===== src/rtl/rational_arithmetic_unit_macros.svh =====
// Assertion macros for the rational arithmetic unit.
// Used by the top level only.
`ifndef RATIONAL_ARITHMETIC_UNIT_MACROS_SVH
`define RATIONAL_ARITHMETIC_UNIT_MACROS_SVH
// Assert that an antecedent implies a consequent in the same cycle.
`define RAU_ASSERT_IMPL(lbl, clk, rst, ante, cons, msg) \
   lbl: assert property (@(posedge clk) disable iff (rst) (ante) |-> (cons)) \
      else $error(msg);
// Assert that an antecedent implies a consequent in the following cycle.
`define RAU_ASSERT_NEXT(lbl, clk, rst, ante, cons, msg) \
   lbl: assert property (@(posedge clk) disable iff (rst) (ante) |=> (cons)) \
      else $error(msg);
`endif


===== src/rtl/rau_pkg.sv =====
// Shared types and constants for the rational arithmetic unit.
// No dependencies.
`timescale 1ns / 1ps
package rau_pkg;
   localparam logic [1:0] OP_ADD = 2'd0;
   localparam logic [1:0] OP_SUB = 2'd1;
   localparam logic [1:0] OP_MUL = 2'd2;
   localparam logic [1:0] OP_DIV = 2'd3;

   typedef struct packed {
      logic [1:0]         action;
      logic signed [15:0] a_num;
      logic signed [15:0] a_den;
      logic signed [15:0] b_num;
      logic signed [15:0] b_den;
   } req_type;

   typedef struct packed {
      logic signed [31:0] res_num;
      logic [29:0]        res_den;
      logic               invalid;
   } rsp_type;

   // Controller to datapath commands
   typedef struct packed {
      logic load;     // capture request operands
      logic prod;     // register products
      logic sum;      // form raw fraction
      logic gcd_init; // start Euclid
      logic rem_step; // one restoring-division bit
      logic rem_init; // start a remainder pass
      logic gcd_swap; // x <= y, y <= remainder
      logic div_init; // start quotient passes
      logic div_step; // one quotient bit for both divisions
      logic finish;   // build result
   } cmd_type;

   // Datapath to controller status
   typedef struct packed {
      logic special; // zero num or zero den
      logic y_zero;  // Euclid done
      logic last;    // final division bit
   } sts_type;
endpackage


===== src/rtl/rau_datapath.sv =====
// Datapath: cross products, sign handling, bit-serial Euclid and division.
// Depends on rau_pkg.
`timescale 1ns / 1ps
module rau_datapath (
   input  logic             clock,
   input  logic             reset,
   input  rau_pkg::req_type req,
   input  rau_pkg::cmd_type cmd,
   output rau_pkg::sts_type sts,
   output rau_pkg::rsp_type rsp
);
   rau_pkg::req_type   op_ff;
   logic signed [31:0] p0_ff, p1_ff, p2_ff;
   logic signed [32:0] n_ff;
   logic signed [31:0] d_ff;
   logic [32:0]        mn_ff, md_ff;
   logic               neg_ff;
   logic [32:0]        x_ff, y_ff;
   logic [32:0]        r_ff, q_ff;       // remainder and dividend shift reg
   logic [32:0]        rn_ff, qn_ff, rd_ff, qd_ff;
   logic [5:0]         cnt_ff;
   rau_pkg::rsp_type   rsp_ff;
   logic [33:0]        trial, trial_n, trial_d;
   logic signed [32:0] nsum;

   // Combine the products into the numerator per operation
   always_comb begin
      nsum = '0;
      unique case (op_ff.action)
         rau_pkg::OP_ADD: nsum = 33'(p0_ff) + 33'(p1_ff);
         rau_pkg::OP_SUB: nsum = 33'(p0_ff) - 33'(p1_ff);
         rau_pkg::OP_MUL: nsum = 33'(p0_ff);
         rau_pkg::OP_DIV: nsum = 33'(p0_ff);
         default:         nsum = '0;
      endcase
   end

   assign trial   = {r_ff, q_ff[32]} - {1'b0, y_ff};
   assign trial_n = {rn_ff, qn_ff[32]} - {1'b0, x_ff};
   assign trial_d = {rd_ff, qd_ff[32]} - {1'b0, x_ff};

   always_ff @(posedge clock) begin
      if (cmd.load) op_ff <= req;
      // Register the products
      if (cmd.prod) begin
         unique case (op_ff.action)
            rau_pkg::OP_MUL: begin
               p0_ff <= op_ff.a_num * op_ff.b_num;
               p1_ff <= op_ff.b_num * op_ff.a_den;
            end
            default: begin
               p0_ff <= op_ff.a_num * op_ff.b_den;
               p1_ff <= op_ff.b_num * op_ff.a_den;
            end
         endcase
         if (op_ff.action == rau_pkg::OP_DIV) p2_ff <= op_ff.a_den * op_ff.b_num;
         else                                p2_ff <= op_ff.a_den * op_ff.b_den;
      end
      if (cmd.sum) begin
         n_ff <= nsum;
         d_ff <= p2_ff;
      end
      // Magnitudes and sign
      if (cmd.gcd_init) begin
         mn_ff  <= n_ff[32] ? 33'(-n_ff) : 33'(n_ff);
         md_ff  <= d_ff[31] ? 33'(-34'(d_ff)) : 33'(d_ff);
         x_ff   <= n_ff[32] ? 33'(-n_ff) : 33'(n_ff);
         y_ff   <= d_ff[31] ? 33'(-34'(d_ff)) : 33'(d_ff);
         neg_ff <= n_ff[32] ^ d_ff[31];
      end
      // x mod y, one bit a cycle
      if (cmd.rem_init) begin
         r_ff   <= '0;
         q_ff   <= x_ff;
         cnt_ff <= '0;
      end
      if (cmd.rem_step) begin
         q_ff   <= {q_ff[31:0], 1'b0};
         r_ff   <= trial[33] ? {r_ff[31:0], q_ff[32]} : trial[32:0];
         cnt_ff <= cnt_ff + 6'd1;
      end
      if (cmd.gcd_swap) begin
         x_ff <= y_ff;
         y_ff <= r_ff;
      end
      // Divide both magnitudes by the gcd in x
      if (cmd.div_init) begin
         rn_ff  <= '0;
         qn_ff  <= mn_ff;
         rd_ff  <= '0;
         qd_ff  <= md_ff;
         cnt_ff <= '0;
      end
      if (cmd.div_step) begin
         qn_ff  <= {qn_ff[31:0], !trial_n[33]};
         rn_ff  <= trial_n[33] ? {rn_ff[31:0], qn_ff[32]} : trial_n[32:0];
         qd_ff  <= {qd_ff[31:0], !trial_d[33]};
         rd_ff  <= trial_d[33] ? {rd_ff[31:0], qd_ff[32]} : trial_d[32:0];
         cnt_ff <= cnt_ff + 6'd1;
      end
      // Build result, special cases first
      if (cmd.finish) begin
         if (n_ff == '0 && d_ff == '0) begin
            rsp_ff <= '{res_num: '0, res_den: '0, invalid: 1'b1};
         end else if (d_ff == '0) begin
            rsp_ff <= '{res_num: 32'sd1, res_den: '0, invalid: 1'b0};
         end else if (n_ff == '0) begin
            rsp_ff <= '{res_num: '0, res_den: 30'd1, invalid: 1'b0};
         end else begin
            rsp_ff.res_num <= neg_ff ? -qn_ff[31:0] : qn_ff[31:0];
            rsp_ff.res_den <= qd_ff[29:0];
            rsp_ff.invalid <= 1'b0;
         end
      end
      if (reset) cnt_ff <= '0;
   end

   // One pass covers all 33 dividend bits
   assign sts.special = (n_ff == '0) || (d_ff == '0);
   assign sts.y_zero  = (y_ff == '0);
   assign sts.last    = (cnt_ff == 6'd33);
   assign rsp         = rsp_ff;
endmodule


===== src/rtl/rau_control.sv =====
// Controller state machine sequencing the datapath.
// Depends on rau_pkg.
`timescale 1ns / 1ps
module rau_control (
   input  logic             clock,
   input  logic             reset,
   input  logic             req_valid,
   output logic             req_ready,
   output logic             rsp_valid,
   input  logic             rsp_ready,
   input  rau_pkg::sts_type sts,
   output rau_pkg::cmd_type cmd
);
   typedef enum logic [3:0] {
      S_IDLE, S_PROD, S_SUM, S_INIT, S_CHK, S_REM, S_SWAP, S_DINIT, S_DIV, S_FIN
   } state_type;

   state_type state_ff, state_in;
   logic      rsp_valid_ff, rsp_valid_in;
   logic      finish;

   assign finish = (state_ff == S_FIN);
   // Accept when idle and the output slot is free or leaving now
   assign req_ready = (state_ff == S_IDLE) && (!rsp_valid_ff || rsp_ready);
   assign rsp_valid = rsp_valid_ff;

   always_comb begin
      cmd          = '0;
      state_in     = state_ff;
      rsp_valid_in = rsp_valid_ff && !rsp_ready;
      unique case (state_ff)
         S_IDLE: if (req_valid && req_ready) begin
            cmd.load = 1'b1;
            state_in = S_PROD;
         end
         S_PROD: begin cmd.prod = 1'b1; state_in = S_SUM; end
         S_SUM:  begin cmd.sum = 1'b1; state_in = S_INIT; end
         S_INIT: begin
            cmd.gcd_init = 1'b1;
            state_in = sts.special ? S_FIN : S_CHK;
         end
         S_CHK: if (sts.y_zero) state_in = S_DINIT;
                else begin cmd.rem_init = 1'b1; state_in = S_REM; end
         S_REM: if (sts.last) state_in = S_SWAP;
                else cmd.rem_step = 1'b1;
         S_SWAP:  begin cmd.gcd_swap = 1'b1; state_in = S_CHK; end
         S_DINIT: begin cmd.div_init = 1'b1; state_in = S_DIV; end
         S_DIV: if (sts.last) state_in = S_FIN;
                else cmd.div_step = 1'b1;
         S_FIN: begin
            cmd.finish = 1'b1;
            if (!rsp_valid_ff || rsp_ready) begin
               rsp_valid_in = 1'b1;
               state_in     = S_IDLE;
            end
         end
         default: state_in = S_IDLE;
      endcase
      if (finish && rsp_valid_ff && !rsp_ready) cmd.finish = 1'b0;
   end

   always_ff @(posedge clock) begin
      if (reset) begin
         state_ff     <= S_IDLE;
         rsp_valid_ff <= 1'b0;
      end else begin
         state_ff     <= state_in;
         rsp_valid_ff <= rsp_valid_in;
      end
   end
endmodule


===== src/rtl/rational_arithmetic_unit.sv =====
// Rational arithmetic unit: two fractions in, one reduced fraction out per
// request. The bit-serial remainder unit (one quotient bit a cycle over 33
// bits) sets the time from acceptance to result, which grows with each Euclid
// step; zero, infinite or invalid results skip it. One request is processed
// at a time; a finished result is held until taken.
`timescale 1ns / 1ps
`include "rational_arithmetic_unit_macros.svh"
module rational_arithmetic_unit (
   input  logic             clock,
   input  logic             reset,
   input  logic             req_valid,
   output logic             req_ready,
   input  rau_pkg::req_type req_data,
   output logic             rsp_valid,
   input  logic             rsp_ready,
   output rau_pkg::rsp_type rsp_data
);
   rau_pkg::cmd_type cmd;
   rau_pkg::sts_type sts;

   rau_control u_ctrl (
      .clock(clock), .reset(reset), .req_valid(req_valid), .req_ready(req_ready),
      .rsp_valid(rsp_valid), .rsp_ready(rsp_ready), .sts(sts), .cmd(cmd)
   );

   rau_datapath u_dp (
      .clock(clock), .reset(reset), .req(req_data), .cmd(cmd), .sts(sts),
      .rsp(rsp_data)
   );

   `RAU_ASSERT_NEXT(a_rsp_hold, clock, reset, rsp_valid && !rsp_ready, rsp_valid && $stable(rsp_data), "result changed while stalled")
   `RAU_ASSERT_IMPL(a_inv_zero, clock, reset, rsp_valid && rsp_data.invalid, rsp_data.res_den == '0, "invalid with nonzero denominator")
endmodule


===== config.mk =====
export PLATFORM = sky130hd
export DESIGN_NAME = rational_arithmetic_unit
export DESIGN_NICKNAME = d
export VERILOG_FILES = /design/src/rtl/rau_pkg.sv /design/src/rtl/rau_datapath.sv /design/src/rtl/rau_control.sv /design/src/rtl/rational_arithmetic_unit.sv
export VERILOG_INCLUDE_DIRS = /design/src /design/src/rtl
export SDC_FILE = /design/constraint.sdc
export NUM_CORES = 2
export LEC_CHECK = 0
export BUFFER_PORTS_ARGS = -buffer_cell sky130_fd_sc_hd__buf_2
export CAP_MARGIN = 10
export CELL_PAD_IN_SITES_DETAIL_PLACEMENT = 1
export CELL_PAD_IN_SITES_GLOBAL_PLACEMENT = 2
export CORE_UTILIZATION = 39
export CTS_CLUSTER_DIAMETER = 150
export DETAILED_ROUTE_END_ITERATION = 6
export GPL_ROUTABILITY_DRIVEN = 0
export GPL_TIMING_DRIVEN = 0
export PLACE_DENSITY = 0.79
export SYNTH_ARGS = -nofsm -noshare
export SYNTH_HDL_FRONTEND = slang
export SYNTH_SLANG_ARGS = --single-unit

===== constraint.sdc =====
create_clock -name clock -period 10 [get_ports clock]
set_input_delay 0 -clock clock [delete_from_list [all_inputs] [get_ports clock]]
set_output_delay 0 -clock clock [all_outputs]
set_load 0.05 [all_outputs]

==> impl_metrics.tcl <==
set metrics [dict create \
    synth_xor_area_share_pct 4.50 \
    io_pins 135 \
    dp_cells 9803 \
    drv_slew 0 \
    rr_worst_depth 21 \
    fin_crit_sh_pct 88.8 \
    slowest_delay_ps 960 \
    numCtsBuffers 76 \
    cap_violations 0 \
    num_rows 157 \
    seqCellArea_sq_mm 0.0189 \
    final.min_clock_period_ps 8880 \
    core_region_area_sq_mm 0.183 \
    fin_setup_tns_ps 0 \
    startpoint_type "register" \
    syn_area_per_cell_sq_um 10.0 \
    criticalPathCategory "reg2reg" \
    synth-edff-count 620 \
    grtUsageTotal_pct 26.3 \
    first_iter_violations 3162 \
    avgRoutedWirePerCell_um 24.1 \
    yosysTopAreaCell "fa_1" \
    ctsResizeCount 0 \
    drt-total-wl_um 243000 \
    setup_viol 0 \
    clk_path_buf_depth 3 \
    cp_common_cell "fa_1" \
    synthTopCellsByCount "1,274 x inv_1, 1,052 x fa_1, 700 x nand2_1" \
    syn_inst 7176 \
    synth.area.top_cells "fa_1 29%, edfxtp_1 26%, ha_1 8.1%" \
    cts_tree "built" \
    fin_cells 10100 \
    antenna_found_initial 9 \
    initial_core_util_pct 39.3 \
    synth_area_sq_mm 0.0721 \
    route.detailed.drc 0 \
    async_flop_share_pct 0 \
    grt_pass1_wl_um 364000 \
    min-delay-start "reset" \
    routed-via-count 52000 \
    grt_pass1_vias 57600 \
    fmax_ghz 0.113 \
    root_buffer "clkbuf_16" \
    ys_types 77 \
    yosys_warnings 0 \
    stdcell_area_sq_mm 0.0801 \
    drive_gt1_share_pct 5.21 \
    hold_path_depth 3 \
    finalClockSkew_ps 72.5 \
    synth-compound-area-share_pct 7.79 \
    post_dp_cell_area_sq_mm 0.0763 \
    cp_slowest_cell "a2111oi_0" \
    die_x_um 432 \
    r2r_slack_ps 1120 \
    place_hpwl_um 202000 \
    syn_to_final_growth_pct 11.2 \
    die_h_um 432 \
    synth_simple_gate_area_share_pct 13.7 \
    r2r_start "u_dp.op_ff[35]$_DFFE_PP_" \
    max_slew.worst_pin.slew_ps 1250 \
    ys_seq_area_share_pct 26.2 \
    rr_endpoint "u_dp.p1_ff[30]$_DFFE_PP_" \
    h-tree-depth 3 \
    synth_nets 8763 \
    port_buffers 134 \
    viasPerCell 5.16 \
    synth_top_family_by_area "adder cells" \
    synth_ff_type "edfxtp_1" \
    hold_path_end "u_ctrl.state_ff[2]$_SDFFE_PP0P_" \
    fillers 20600 \
    status "completed" \
    fin_nets 9141 \
    grt_max_degree 60 \
    crit_chain "clkbuf_1 -> nand2_1 -> fa_1 -> fa_1 -> fa_1 -> fa_1 -> inv_1 -> fa_1 -> fa_1 -> ha_1 -> a21o_1 -> a21oi_1 -> o21bai_1 -> a2111oi_0 -> nor3_1 -> a2bb2oi_1 -> a311o_1 -> a41o_1 -> o21a_1 -> nor2_1 -> xnor2_1" \
    dieArea_sq_mm 0.186 \
    required_ps 10300 \
    crit_path_start "u_dp.op_ff[35]$_DFFE_PP_" \
    synthMuxAreaShare_pct 2.33 \
    synth_largest_type_area_fraction_pct 29.2 \
    synth_fa_ha_area_share_pct 37.3 \
    clk_pin_slew_ps 60 \
    rsz0062_at_grt "false" \
    crit_family "adder cells" \
    final_util_pct 43.7 \
    critPathArrivalTime_ps 9180 \
    crit_buf_inv 2 \
    synth-seq-cells 632 \
    grt-ovfl-total 0 \
    relSlewSlack_pct 16.8 \
    hold_violations 0 \
    drt_pass1_iterations 5 \
    endpoint_kind "register" \
    cp_max_fo 10 \
    yosys.cell_count.top_type "inv_1" \
    clock-sinks 632 \
    drtAntennaViolNets 0 \
    clock_latency_ps 710 \
    hold_class "in2reg" \
    multiInputGateArea_sq_mm 0.0474 \
]
repair_timing:
action | CTS | global route
hold buffers | 137 | 0
hold endpoints to repair | 85 | 0
setup endpoints to repair | 0 | 0
buffers inserted | 0 | 0
logic make-up after synthesis:
group	Yosys count
flip-flops	632
buffers and inverters	1565
other	1
AND/OR/NAND/NOR	2048
multiplexers	158
AO/OA/AOI/OAI	885
XOR/XNOR	370
adder cells (fa/ha/maj)	1517
per-layer routing:
layer / GRT usage (%) / share of wire (%)
met5: 0 / 0
met4: 13.7 / 6.3
met3: 3.77 / 5.0
met2: 44.6 / 48
met1: 32.4 / 41
final cells by class:
type,count,area share (%)
Sequential cell,632,23.5
Clock inverter,54,0.628
Timing Repair Buffer,300,3.08
Antenna cell,5,0.0156
Buffer,291,1.37
Multi-Input combinational cell,4979,59.1
Tap cell,2464,3.85
Inverter,1274,5.97
Clock buffer,85,2.42
flip-flops by register name, indices dropped and copies added, names as in the netlist, 32 cells and up:
signal,cells
u_dp.rsp,63
u_dp.r_ff,33
u_dp.qn_ff,33
u_dp.p0_ff,32
u_dp.op_ff,66
u_dp.mn_ff,33
u_dp.x_ff,33
u_dp.y_ff,33
u_dp.p2_ff,32
u_dp.rd_ff,33
u_dp.md_ff,33
u_dp.p1_ff,32
u_dp.n_ff,33
u_dp.d_ff,32
u_dp.rn_ff,33
u_dp.q_ff,33
u_dp.qd_ff,33
stage by stage:
step	hold slack [ps]	setup slack [ps]
final	172	1120
after global placement	176	-591
after detailed placement	179	1160
after global routing	187	803
after CTS	165	1070
after floorplan	69.1	2110
worst register-to-register path, stage by stage, from the launching register on:
cell and delay [ps]:
edfxtp_1 580, clkbuf_1 860, nand2_1 190, fa_1 520
fa_1 460, fa_1 520, fa_1 580, inv_1 60
fa_1 500, fa_1 420, ha_1 360, a21o_1 180
a21oi_1 220, o21bai_1 110, a2111oi_0 960, nor3_1 220
a2bb2oi_1 260, a311o_1 410, a41o_1 300, o21a_1 180
nor2_1 120, xnor2_1 460
placed cells by master, fill, tap and decap left out, drive strengths merged, types with 58 or more instances in the layout:
master and count:
dlygate4sd3 137, xor2 127, a21o 124, ha 465, mux2i 82, inv 1282
xnor2 243, clkbuf 365, a21oi 269, nand2b 71, fa 1052, and2 530
mux2 76, edfxtp 620, nand2 701, o21ai 197, nor2 450, buf 174
nand3 58
worst max-delay path by stage:
stage	slack (ps)	cells past startpoint	endpoint
2_1_floorplan	2110	3	u_dp.p0_ff[0]$_DFFE_PP_
3_3_place_gp	-590	3	u_dp.p2_ff[28]$_DFFE_PP_
3_5_place_dp	1160	21	u_dp.p1_ff[30]$_DFFE_PP_
4_1_cts	1070	21	u_dp.p1_ff[30]$_DFFE_PP_
5_1_grt	800	21	u_dp.p1_ff[30]$_DFFE_PP_
6_report	1120	21	u_dp.p1_ff[30]$_DFFE_PP_
Power is left out: the tool's default activity adds up to more than one toggle a clock period on the data nets, which glitch-free logic cannot reach.
